File: src/rtl/lett_pkg.sv
// Package for the lamp edge tempo tracker: defaults, register indexes and sequencer states.
`default_nettype none
package lett_pkg;

    // Defaults for the top-level parameters.
    localparam int DEF_HISTORY       = 5;
    localparam int DEF_FRACTION_BITS = 10;
    localparam int DEF_TIME_BITS     = 40;

    // Integer tempo bits in front of the fraction.
    localparam int TEMPO_INT_BITS = 9;

    // Microseconds in one minute, and the tempo held after reset in BPM.
    localparam int US_PER_MINUTE   = 60000000;
    localparam int RESET_TEMPO_BPM = 120;

    // The change threshold is scaled by this many bits (1/1024 units).
    localparam int TOL_SHIFT = 10;

    // Configuration port.
    localparam int CFG_INDEX_W = 2;
    localparam int CFG_DATA_W  = 10;

    localparam logic [CFG_INDEX_W-1:0] REG_TOLERANCE = 2'd0;
    localparam logic [CFG_INDEX_W-1:0] REG_FLOOR     = 2'd1;
    localparam logic [CFG_INDEX_W-1:0] REG_CEILING   = 2'd2;

    localparam logic [9:0] RST_TOLERANCE = 10'd51;
    localparam logic [7:0] RST_FLOOR     = 8'd80;
    localparam logic [8:0] RST_CEILING   = 9'd400;

    // Sequencer states.
    typedef enum logic [3:0] {
        ST_IDLE,
        ST_SQREF,
        ST_INTV,
        ST_DIVW,
        ST_F1,
        ST_F2M,
        ST_F2C,
        ST_F3M,
        ST_F3C,
        ST_AVG,
        ST_CMP,
        ST_CMPC,
        ST_BH,
        ST_BL
    } lett_state_t;

endpackage
`default_nettype wire

File: src/rtl/lamp_edge_tempo_tracker.sv
// Top level of the lamp edge tempo tracker: edge history, sequencer and shared multiplier.
`default_nettype none
//
//  Channel   Direction  Handshake             Payload
//  s_        in         s_valid / s_ready     lamp bytes 1..3, time_us
//  m_        out        m_valid / m_ready     tempo_q10, tempo_changed, change_time_us,
//                                             warming_up
//  cfg_      in         cfg_wr_en, no wait    cfg_index, cfg_wr_data
//
// A beat with no rising lamp edge, or one taken during warm-up, is answered in the cycle
// after it is accepted. A beat that triggers an estimate, for each interval, issues a
// division to the serial divider and then folds the quotient: coarse halvings, then fine
// halvings and doublings, each of which is a multiply and a compare. The average takes one
// more division and fold, and then the compare; a change of tempo adds the fold into the
// floor and ceiling band.
// Reset is synchronous and active low; it restores the default registers, clears the
// history and sets the tempo to 120 BPM. While an item is in flight, or while a result
// beat waits for m_ready, s_ready stays low.
//
module lamp_edge_tempo_tracker
    import lett_pkg::*;
#(
    parameter int HISTORY       = DEF_HISTORY,
    parameter int FRACTION_BITS = DEF_FRACTION_BITS,
    parameter int TIME_BITS     = DEF_TIME_BITS
) (
    input  wire logic                                aclk,
    input  wire logic                                aresetn,
    input  wire logic                                s_valid,
    output logic                                     s_ready,
    input  wire logic [7:0]                          s_lamp_byte1,
    input  wire logic [7:0]                          s_lamp_byte2,
    input  wire logic [7:0]                          s_lamp_byte3,
    input  wire logic [TIME_BITS-1:0]                s_time_us,
    output logic                                     m_valid,
    input  wire logic                                m_ready,
    output logic [TEMPO_INT_BITS+FRACTION_BITS-1:0]  m_tempo_q10,
    output logic                                     m_tempo_changed,
    output logic [TIME_BITS-1:0]                     m_change_time_us,
    output logic                                     m_warming_up,
    input  wire logic                                cfg_wr_en,
    input  wire logic [CFG_INDEX_W-1:0]              cfg_index,
    input  wire logic [CFG_DATA_W-1:0]               cfg_wr_data
);

    // Tempo width, multiplier operand width, and the width of the interval numerator.
    localparam int TW   = TEMPO_INT_BITS + FRACTION_BITS;
    localparam int MW   = TW + 2;
    localparam int NUMW = ((26 + FRACTION_BITS > TIME_BITS) ? 26 + FRACTION_BITS
                                                            : TIME_BITS) + 1;
    localparam int VW   = NUMW;
    localparam int CW   = $clog2(HISTORY);
    localparam int EW   = $clog2(HISTORY + 1);
    localparam int SW   = MW + CW;
    localparam int PW   = 2 * MW;
    localparam int XW   = VW + TOL_SHIFT + PW;

    localparam logic [NUMW-1:0] NUM_BASE  = NUMW'(US_PER_MINUTE) << FRACTION_BITS;
    localparam logic [TW-1:0]   TEMPO_RST = TW'(RESET_TEMPO_BPM) << FRACTION_BITS;

    lett_state_t state_reg, state_next;

    // Configuration registers.
    logic [9:0] tol_reg, tol_next;
    logic [7:0] floor_reg, floor_next;
    logic [8:0] ceil_reg, ceil_next;

    // Architectural state.
    logic [4:0]           prev_reg, prev_next;
    logic [TIME_BITS-1:0] hist_reg [HISTORY];
    logic [TIME_BITS-1:0] hist_next [HISTORY];
    logic [EW-1:0]        seen_reg, seen_next;
    logic [TW-1:0]        cur_reg, cur_next;
    logic [TIME_BITS-1:0] chg_time_reg, chg_time_next;
    logic                 changed_reg, changed_next;
    logic                 m_valid_reg, m_valid_next;

    // Working registers of one estimate.
    logic [TIME_BITS-1:0] work_reg [HISTORY];
    logic [TIME_BITS-1:0] work_next [HISTORY];
    logic [TIME_BITS-1:0] t_reg, t_next;
    logic [CW-1:0]        idx_reg, idx_next;
    logic [CW-1:0]        cnt_reg, cnt_next;
    logic [SW-1:0]        sum_reg, sum_next;
    logic [VW-1:0]        v_reg, v_next;
    logic                 avg_mode_reg, avg_mode_next;
    logic [PW-1:0]        rr_reg, rr_next;
    logic [PW-1:0]        sq_reg, sq_next;

    // Shared multiplier and divider hookup.
    logic [MW-1:0]        mul_a, mul_b;
    logic [PW-1:0]        mul_p;
    logic                 div_start;
    logic [NUMW-1:0]      div_num;
    logic [TIME_BITS-1:0] div_den;
    logic                 div_done;
    logic [NUMW-1:0]      div_quot;

    // Combinational helpers.
    logic                 s_fire;
    logic [4:0]           lamps;
    logic                 rise;
    logic [TIME_BITS-1:0] dt;
    logic [VW-1:0]        v_half;
    logic [VW-1:0]        diff;
    logic [VW-1:0]        band_hi, band_lo;

    lett_div #(
        .NW (NUMW),
        .DW (TIME_BITS)
    ) u_div (
        .aclk    (aclk),
        .aresetn (aresetn),
        .start   (div_start),
        .num     (div_num),
        .den     (div_den),
        .done    (div_done),
        .quot    (div_quot)
    );

    assign mul_p = mul_a * mul_b;

    assign s_ready = (state_reg == ST_IDLE) && !m_valid_reg;
    assign s_fire  = s_valid && s_ready;

    // The five watched lamps, in the order the history logic expects.
    assign lamps = {s_lamp_byte1[2], s_lamp_byte3[1], s_lamp_byte3[2],
                    s_lamp_byte3[0], s_lamp_byte2[7]};
    assign rise  = |(lamps & ~prev_reg);

    assign dt      = work_reg[0] - work_reg[1];
    assign v_half  = (v_reg >> 1) + VW'(v_reg[0]);
    assign diff    = (v_reg > VW'(cur_reg)) ? v_reg - VW'(cur_reg) : VW'(cur_reg) - v_reg;
    assign band_hi = VW'((ceil_reg == 9'd0) ? 9'd1 : ceil_reg) << FRACTION_BITS;
    assign band_lo = VW'(floor_reg) << FRACTION_BITS;

    always_comb begin
        state_next    = state_reg;
        tol_next      = tol_reg;
        floor_next    = floor_reg;
        ceil_next     = ceil_reg;
        prev_next     = prev_reg;
        hist_next     = hist_reg;
        seen_next     = seen_reg;
        cur_next      = cur_reg;
        chg_time_next = chg_time_reg;
        changed_next  = changed_reg;
        m_valid_next  = m_valid_reg;
        work_next     = work_reg;
        t_next        = t_reg;
        idx_next      = idx_reg;
        cnt_next      = cnt_reg;
        sum_next      = sum_reg;
        v_next        = v_reg;
        avg_mode_next = avg_mode_reg;
        rr_next       = rr_reg;
        sq_next       = sq_reg;
        mul_a         = v_reg[MW-1:0];
        mul_b         = v_reg[MW-1:0];
        div_start     = 1'b0;
        div_num       = NUM_BASE + NUMW'(dt >> 1);
        div_den       = dt;

        if (cfg_wr_en) begin
            unique case (cfg_index)
                REG_TOLERANCE: tol_next   = cfg_wr_data[9:0];
                REG_FLOOR:     floor_next = cfg_wr_data[7:0];
                REG_CEILING:   ceil_next  = cfg_wr_data[8:0];
                default: ;
            endcase
        end

        if (m_valid_reg && m_ready) begin
            m_valid_next = 1'b0;
        end

        unique case (state_reg)
            ST_IDLE: begin
                if (s_fire) begin
                    prev_next    = lamps;
                    t_next       = s_time_us;
                    changed_next = 1'b0;
                    m_valid_next = 1'b1;
                    if (rise) begin
                        hist_next[0] = s_time_us;
                        for (int i = 1; i < HISTORY; i++) begin
                            hist_next[i] = hist_reg[i-1];
                        end
                        if (seen_reg < EW'(HISTORY)) begin
                            seen_next = seen_reg + 1'b1;
                        end else begin
                            // Full history: start an estimate and hold the result back.
                            work_next    = hist_next;
                            m_valid_next = 1'b0;
                            idx_next     = '0;
                            cnt_next     = '0;
                            sum_next     = '0;
                            state_next   = ST_SQREF;
                        end
                    end
                end
            end
            ST_SQREF: begin
                mul_a      = MW'(cur_reg);
                mul_b      = MW'(cur_reg);
                rr_next    = mul_p;
                state_next = ST_INTV;
            end
            ST_INTV: begin
                if (idx_reg == CW'(HISTORY - 1)) begin
                    state_next = ST_AVG;
                end else begin
                    // The newest interval sits at the head; shift it out whether or not a division is issued.
                    for (int i = 0; i < HISTORY - 1; i++) begin
                        work_next[i] = work_reg[i+1];
                    end
                    idx_next = idx_reg + 1'b1;
                    if (dt != '0) begin
                        div_start     = 1'b1;
                        avg_mode_next = 1'b0;
                        state_next    = ST_DIVW;
                    end
                end
            end
            ST_DIVW: begin
                if (div_done) begin
                    v_next = div_quot;
                    if (!avg_mode_reg && div_quot == '0) begin
                        state_next = ST_INTV;
                    end else begin
                        state_next = ST_F1;
                    end
                end
            end
            ST_F1: begin
                // Coarse fold: halve until within four times the current tempo.
                if (v_reg > (VW'(cur_reg) << 2)) begin
                    v_next = v_half;
                end else begin
                    state_next = ST_F2M;
                end
            end
            ST_F2M: begin
                sq_next    = mul_p;
                state_next = ST_F2C;
            end
            ST_F2C: begin
                if ({1'b0, sq_reg} >= {rr_reg, 1'b0}) begin
                    v_next     = v_half;
                    state_next = ST_F2M;
                end else begin
                    state_next = ST_F3M;
                end
            end
            ST_F3M: begin
                sq_next    = mul_p;
                state_next = ST_F3C;
            end
            ST_F3C: begin
                if ({sq_reg, 1'b0} <= {1'b0, rr_reg}) begin
                    v_next     = v_reg << 1;
                    state_next = ST_F3M;
                end else if (avg_mode_reg) begin
                    state_next = ST_CMP;
                end else begin
                    sum_next   = sum_reg + SW'(v_reg[MW-1:0]);
                    cnt_next   = cnt_reg + 1'b1;
                    state_next = ST_INTV;
                end
            end
            ST_AVG: begin
                if (cnt_reg == '0) begin
                    m_valid_next = 1'b1;
                    state_next   = ST_IDLE;
                end else begin
                    div_start     = 1'b1;
                    div_num       = NUMW'(sum_reg) + NUMW'(cnt_reg >> 1);
                    div_den       = TIME_BITS'(cnt_reg);
                    avg_mode_next = 1'b1;
                    state_next    = ST_DIVW;
                end
            end
            ST_CMP: begin
                mul_a      = MW'(tol_reg);
                mul_b      = MW'(cur_reg);
                sq_next    = mul_p;
                state_next = ST_CMPC;
            end
            ST_CMPC: begin
                if ((XW'(diff) << TOL_SHIFT) > XW'(sq_reg)) begin
                    state_next = ST_BH;
                end else begin
                    m_valid_next = 1'b1;
                    state_next   = ST_IDLE;
                end
            end
            ST_BH: begin
                if (v_reg > band_hi) begin
                    v_next = v_half;
                end else begin
                    state_next = ST_BL;
                end
            end
            ST_BL: begin
                if (v_reg != '0 && v_reg < band_lo) begin
                    v_next = v_reg << 1;
                end else begin
                    cur_next      = v_reg[TW-1:0];
                    chg_time_next = t_reg;
                    changed_next  = 1'b1;
                    m_valid_next  = 1'b1;
                    state_next    = ST_IDLE;
                end
            end
            default: begin
                state_next = ST_IDLE;
            end
        endcase
    end

    always_ff @(posedge aclk) begin
        if (!aresetn) begin
            state_reg <= ST_IDLE;
        end else begin
            state_reg <= state_next;
        end
    end

    always_ff @(posedge aclk) begin
        if (!aresetn) begin
            tol_reg      <= RST_TOLERANCE;
            floor_reg    <= RST_FLOOR;
            ceil_reg     <= RST_CEILING;
            prev_reg     <= '0;
            seen_reg     <= '0;
            cur_reg      <= TEMPO_RST;
            chg_time_reg <= '0;
            changed_reg  <= 1'b0;
            m_valid_reg  <= 1'b0;
            for (int i = 0; i < HISTORY; i++) begin
                hist_reg[i] <= '0;
            end
        end else begin
            tol_reg      <= tol_next;
            floor_reg    <= floor_next;
            ceil_reg     <= ceil_next;
            prev_reg     <= prev_next;
            seen_reg     <= seen_next;
            cur_reg      <= cur_next;
            chg_time_reg <= chg_time_next;
            changed_reg  <= changed_next;
            m_valid_reg  <= m_valid_next;
            hist_reg     <= hist_next;
        end
        work_reg     <= work_next;
        t_reg        <= t_next;
        idx_reg      <= idx_next;
        cnt_reg      <= cnt_next;
        sum_reg      <= sum_next;
        v_reg        <= v_next;
        avg_mode_reg <= avg_mode_next;
        rr_reg       <= rr_next;
        sq_reg       <= sq_next;
    end

    assign m_valid          = m_valid_reg;
    assign m_tempo_q10      = cur_reg;
    assign m_tempo_changed  = changed_reg;
    assign m_change_time_us = chg_time_reg;
    assign m_warming_up     = (seen_reg < EW'(HISTORY));

endmodule
`default_nettype wire

File: src/rtl/lett_div.sv
// Restoring divider that produces one quotient bit per cycle.
`default_nettype none
module lett_div #(
    parameter int NW = 41,
    parameter int DW = 40
) (
    input  wire logic          aclk,
    input  wire logic          aresetn,
    input  wire logic          start,
    input  wire logic [NW-1:0] num,
    input  wire logic [DW-1:0] den,
    output logic               done,
    output logic [NW-1:0]      quot
);

    localparam int CNTW = $clog2(NW + 1);

    logic [NW-1:0]   quo_reg, quo_next;
    logic [DW-1:0]   rem_reg, rem_next;
    logic [DW-1:0]   den_reg, den_next;
    logic [CNTW-1:0] cnt_reg, cnt_next;
    logic            run_reg, run_next;
    logic            done_reg, done_next;
    logic [DW:0]     trial;

    always_comb begin
        quo_next  = quo_reg;
        rem_next  = rem_reg;
        den_next  = den_reg;
        cnt_next  = cnt_reg;
        run_next  = run_reg;
        done_next = 1'b0;
        trial     = {rem_reg, quo_reg[NW-1]};
        if (start) begin
            quo_next = num;
            rem_next = '0;
            den_next = den;
            cnt_next = CNTW'(NW);
            run_next = 1'b1;
        end else if (run_reg) begin
            // Shift in the next numerator bit and try to subtract.
            if (trial >= {1'b0, den_reg}) begin
                rem_next = DW'(trial - {1'b0, den_reg});
                quo_next = {quo_reg[NW-2:0], 1'b1};
            end else begin
                rem_next = trial[DW-1:0];
                quo_next = {quo_reg[NW-2:0], 1'b0};
            end
            cnt_next = cnt_reg - 1'b1;
            if (cnt_reg == CNTW'(1)) begin
                run_next  = 1'b0;
                done_next = 1'b1;
            end
        end
    end

    always_ff @(posedge aclk) begin
        if (!aresetn) begin
            run_reg  <= 1'b0;
            done_reg <= 1'b0;
            cnt_reg  <= '0;
        end else begin
            run_reg  <= run_next;
            done_reg <= done_next;
            cnt_reg  <= cnt_next;
        end
        quo_reg <= quo_next;
        rem_reg <= rem_next;
        den_reg <= den_next;
    end

    assign done = done_reg;
    assign quot = quo_reg;

endmodule
`default_nettype wire

File: config.mk
export PLATFORM = sky130hd
export DESIGN_NAME = lamp_edge_tempo_tracker
export DESIGN_NICKNAME = d
export VERILOG_FILES = /design/src/rtl/lett_pkg.sv /design/src/rtl/lamp_edge_tempo_tracker.sv /design/src/rtl/lett_div.sv
export SDC_FILE = /design/constraint.sdc
export NUM_CORES = 2
export LEC_CHECK = 0
export ABC_AREA = 0
export CORE_ASPECT_RATIO = 0.9
export CORE_UTILIZATION = 59
export DETAILED_ROUTE_END_ITERATION = 10
export DONT_BUFFER_PORTS = 1
export PLACE_DENSITY_LB_ADDON = 0.2
export SLEW_MARGIN = 20
export SYNTH_ARGS = -nofsm -noshare
export SYNTH_HDL_FRONTEND = slang
export SYNTH_SLANG_ARGS = --single-unit
File: constraint.sdc
create_clock -name aclk -period 30.3 [get_ports aclk]
set_input_delay 3.03 -clock aclk [delete_from_list [all_inputs] [get_ports aclk]]
set_output_delay 3.03 -clock aclk [all_outputs]
set_load 0.005 [all_outputs]
==> summary.txt <==
Synthesis
  – Synth area leaders: edfxtp_1 25%, fa_1 13%, dfxtp_1 11%
  – Post-synth top area cell: edfxtp_1
  – Synth unique cells: 107
  – Synth Register Bits: 785
  – Syn nets: 7120
  – Post-synth EDFFs: 477
  – Predominant post-synthesis flop cell: edfxtp_1
  – Count leader, synth: nand2_1
  – Mapped Cells: 6227
  – Asr flop ratio synth: 0%
  – Register area share after synthesis: 35.4%
  – Syn_area_per_cell: 9.30 µm²
  – Top cell type's share of synthesized area: 24.7%
  – Synthesized area: 0.0579 mm²
  – Synth top cells by count: 912 x nand2_1, 727 x inv_1, 519 x nor2_1
  – Syn. warnings: 0

Global routing
  – First-pass GRT wire length: 258000 µm
  – GRT Total Usage: 33.3%
  – Vias in the first global route: about 44000
  – Total gr overflow: 0
  – Initial antenna violation count: 9
  – Largest net degree at the start of global routing: 271

Clocking
  – CTS sink cnt: ~790
  – Clock root buffer: clkbuf_16
  – Register clock-pin slew on the reported worst setup and hold paths: 60 ps
  – Clock latency on the worst-skew pair: approximately 680 ps
  – Hold-fix buffers at CTS: 0
  – CTS tree: built
  – Clock tree buffer depth: 3
  – Post-CTS Setup Bufs: 0
  – CTS buffer count: 83
  – # resized after CTS: 0
  – H-tree level count: 3

Setup path
  – Startpoint class of the critical path: flip-flop
  – WS Path Type: flip-flop to flip-flop
  – Critical path endpoint category: flip-flop
  – Bufs and invs on worst path: 9
  – CP Max Fanout: 58
  – Critical Path AT: 12080 ps
  – Top delay family on crit path: adder cells
  – Crit path required time: 30740 ps
  – Crit-path most repeated cell: fa_1
  – Worst path slowest cell: nor2_1
  – Slowest Stage Delay on Critical Path: 870 ps

Place
  – Placed Cells: 7280
  – Pre-CTS setup slack: 19110 ps
  – HPWL after DPL: 122000 µm
  – GP Congestion: ~1.0
  – PortBufs: 0

Power
  – Leakage: 0.0265 µW
  – Max VDD drop: ~42 µV
  – Total Power: 2670 µW
  – PwrDens: 43.1 mW/mm²

STA
  – Endpoints failing setup: 0
  – Fmax: 0.0859 GHz
  – Slew @ Worst Pin: between 1000 and 1500 ps
  – Final period util: 38.4%
  – Hold slack: around 430 ps
  – Shortest period the worst path allows: 11640 ps
  – TNS Setup: 0 ps
  – Final worst slack: about 19000 ps
  – Worst clock skew: 49.7 ps
  – Max_slew headroom: 19.8%
  – RSZ-0062 raised after global routing: false
  – Final hold vios: 0
  – Slew Limit Fails: 0

Worst hold path
  – Hold Crit Class: flip-flop to flip-flop

Route
  – Drt total wl: ~170000 µm
  – Routed Antenna Nets: 0
  – Via density: 6.14
  – DRT Pass-1 Iters: 8
  – Wire per inst: 22.3 µm
  – DR iter-0 viols: 5092
  – Drc violations: 0
  – Routed vias: 45700

Finish
  – Layout cells sized above 1: 4.99%
  – Layout Area Growth over Synthesis: 6.97%
  – Fill count: 7981
  – Max FFs per register: 200
  – Post-route insts no fill: 7438
  – Nets: roughly 7000

Status
  – Status: completed

Floorplanning
  – Die ar.: 0.0994 mm²
  – Die height: around 300 µm
  – Core Region: 0.0969 mm²
  – Starting density of the core: 59.8%
  – Row Count: 108
  – Ports: 144
  – Die X: ~330 µm

Flow run
  – Max-Cap Viols: 0
[area by class of cell]
| type | count | area (µm²) | share of cell area, % |
|---|---|---|---|
| Multi-Input combinational cell | 4414 | 33600 | 54.3 |
| Sequential cell | 785 | 20500 | 33.1 |
| Inverter | 736 | 2770 | 4.47 |
| Clock buffer | 105 | 2250 | 3.63 |
| Tap cell | 1265 | 1580 | 2.56 |
| Clock inverter | 50 | 612 | 0.988 |
| Timing Repair Buffer | 80 | 601 | 0.970 |
| Antenna cell | 3 | 7.51 | 0.0121 |
[layout by cell type, fill, tap and decap left out, drive strengths merged, types with 45 or more instances in the layout]
cell type	n
nand2	912
inv	736
nor2	520
edfxtp	477
ha	449
fa	363
dfxtp	308
a21oi	258
o21ai	239
a21boi	236
xnor2	132
a22o	126
a21o	117
clkbuf	105
xor2	95
nand3	92
buf	80
nor3	76
nand4	72
nor2b	60
a211oi	58
and3	47
o21a	46
mux2i	45
[final timing paths]
| path | endpoint | depth (start not counted) | from | slack (ps) |
|---|---|---|---|---|
| hold / removal | work_reg[21]$_DFFE_PP_ | 0 | hist_reg[61]$_SDFFE_PN0P_ | 430 |
| setup / recovery | sq_reg[40]$_DFFE_PP_ | 34 | state_reg[2]$_SDFFE_PN0P_ | 18660 |
| setup reg to reg | sq_reg[40]$_DFFE_PP_ | 34 | state_reg[2]$_SDFFE_PN0P_ | 18660 |
| hold reg to reg | work_reg[21]$_DFFE_PP_ | 0 | hist_reg[61]$_SDFFE_PN0P_ | 430 |
[logic make-up (layout without fill, tap and decap cells)]
family          count (synthesis)  count (layout)  share of synthesized area [%]
fa+ha+maj                     812             812                           22.3
compound gates               1344            1344                           16.1
flops                         785             785                           35.4
simple gates                 1979            1979                           15.2
buf+inv                      1028             971                           6.74
xor+xnor                      227             227                           3.43
mux                            52              52                          0.933
other cells                     0               3                              0
[worst reg2reg max path: cells and delay by family, from the launching register on]
family          cells  cell delay, ps
fa+ha+maj           8            3920
xor+xnor            1             290
compound gates      7            1590
flops               1             850
simple gates        9            2370
buf+inv             9            2410
[power breakdown]
| group | switching (µW) | leakage (µW) | internal [µW] |
|---|---|---|---|
| sequential | 26.8 | 0.00674 | 1170 |
| combinational | 241 | 0.0184 | 170 |
| clock | 460 | 0.00138 | 599 |
| total | 729 | 0.0265 | 1940 |
[layer usage]
layer | global-route usage (%) | share of wire [%] | vias to the layer above
li1 | - | - | 21000
met1 | 49.3 | 44 | 22200
met4 | 8.47 | 2.4 | 12
met5 | 0 | 0.054 | -
met2 | 48.1 | 42 | 2089
met3 | 9.22 | 12 | 308
[stage by stage]
stage | util (%) | cell area, µm²
CTS | 63.9 | 61900
global route | 63.9 | 61900
floorplan | - | 57900
global placement | 61.0 | 59100
finish | 63.9 | 61900
detailed placement | 61.0 | 59100
Note: power is estimated with default switching activity, not from simulation.
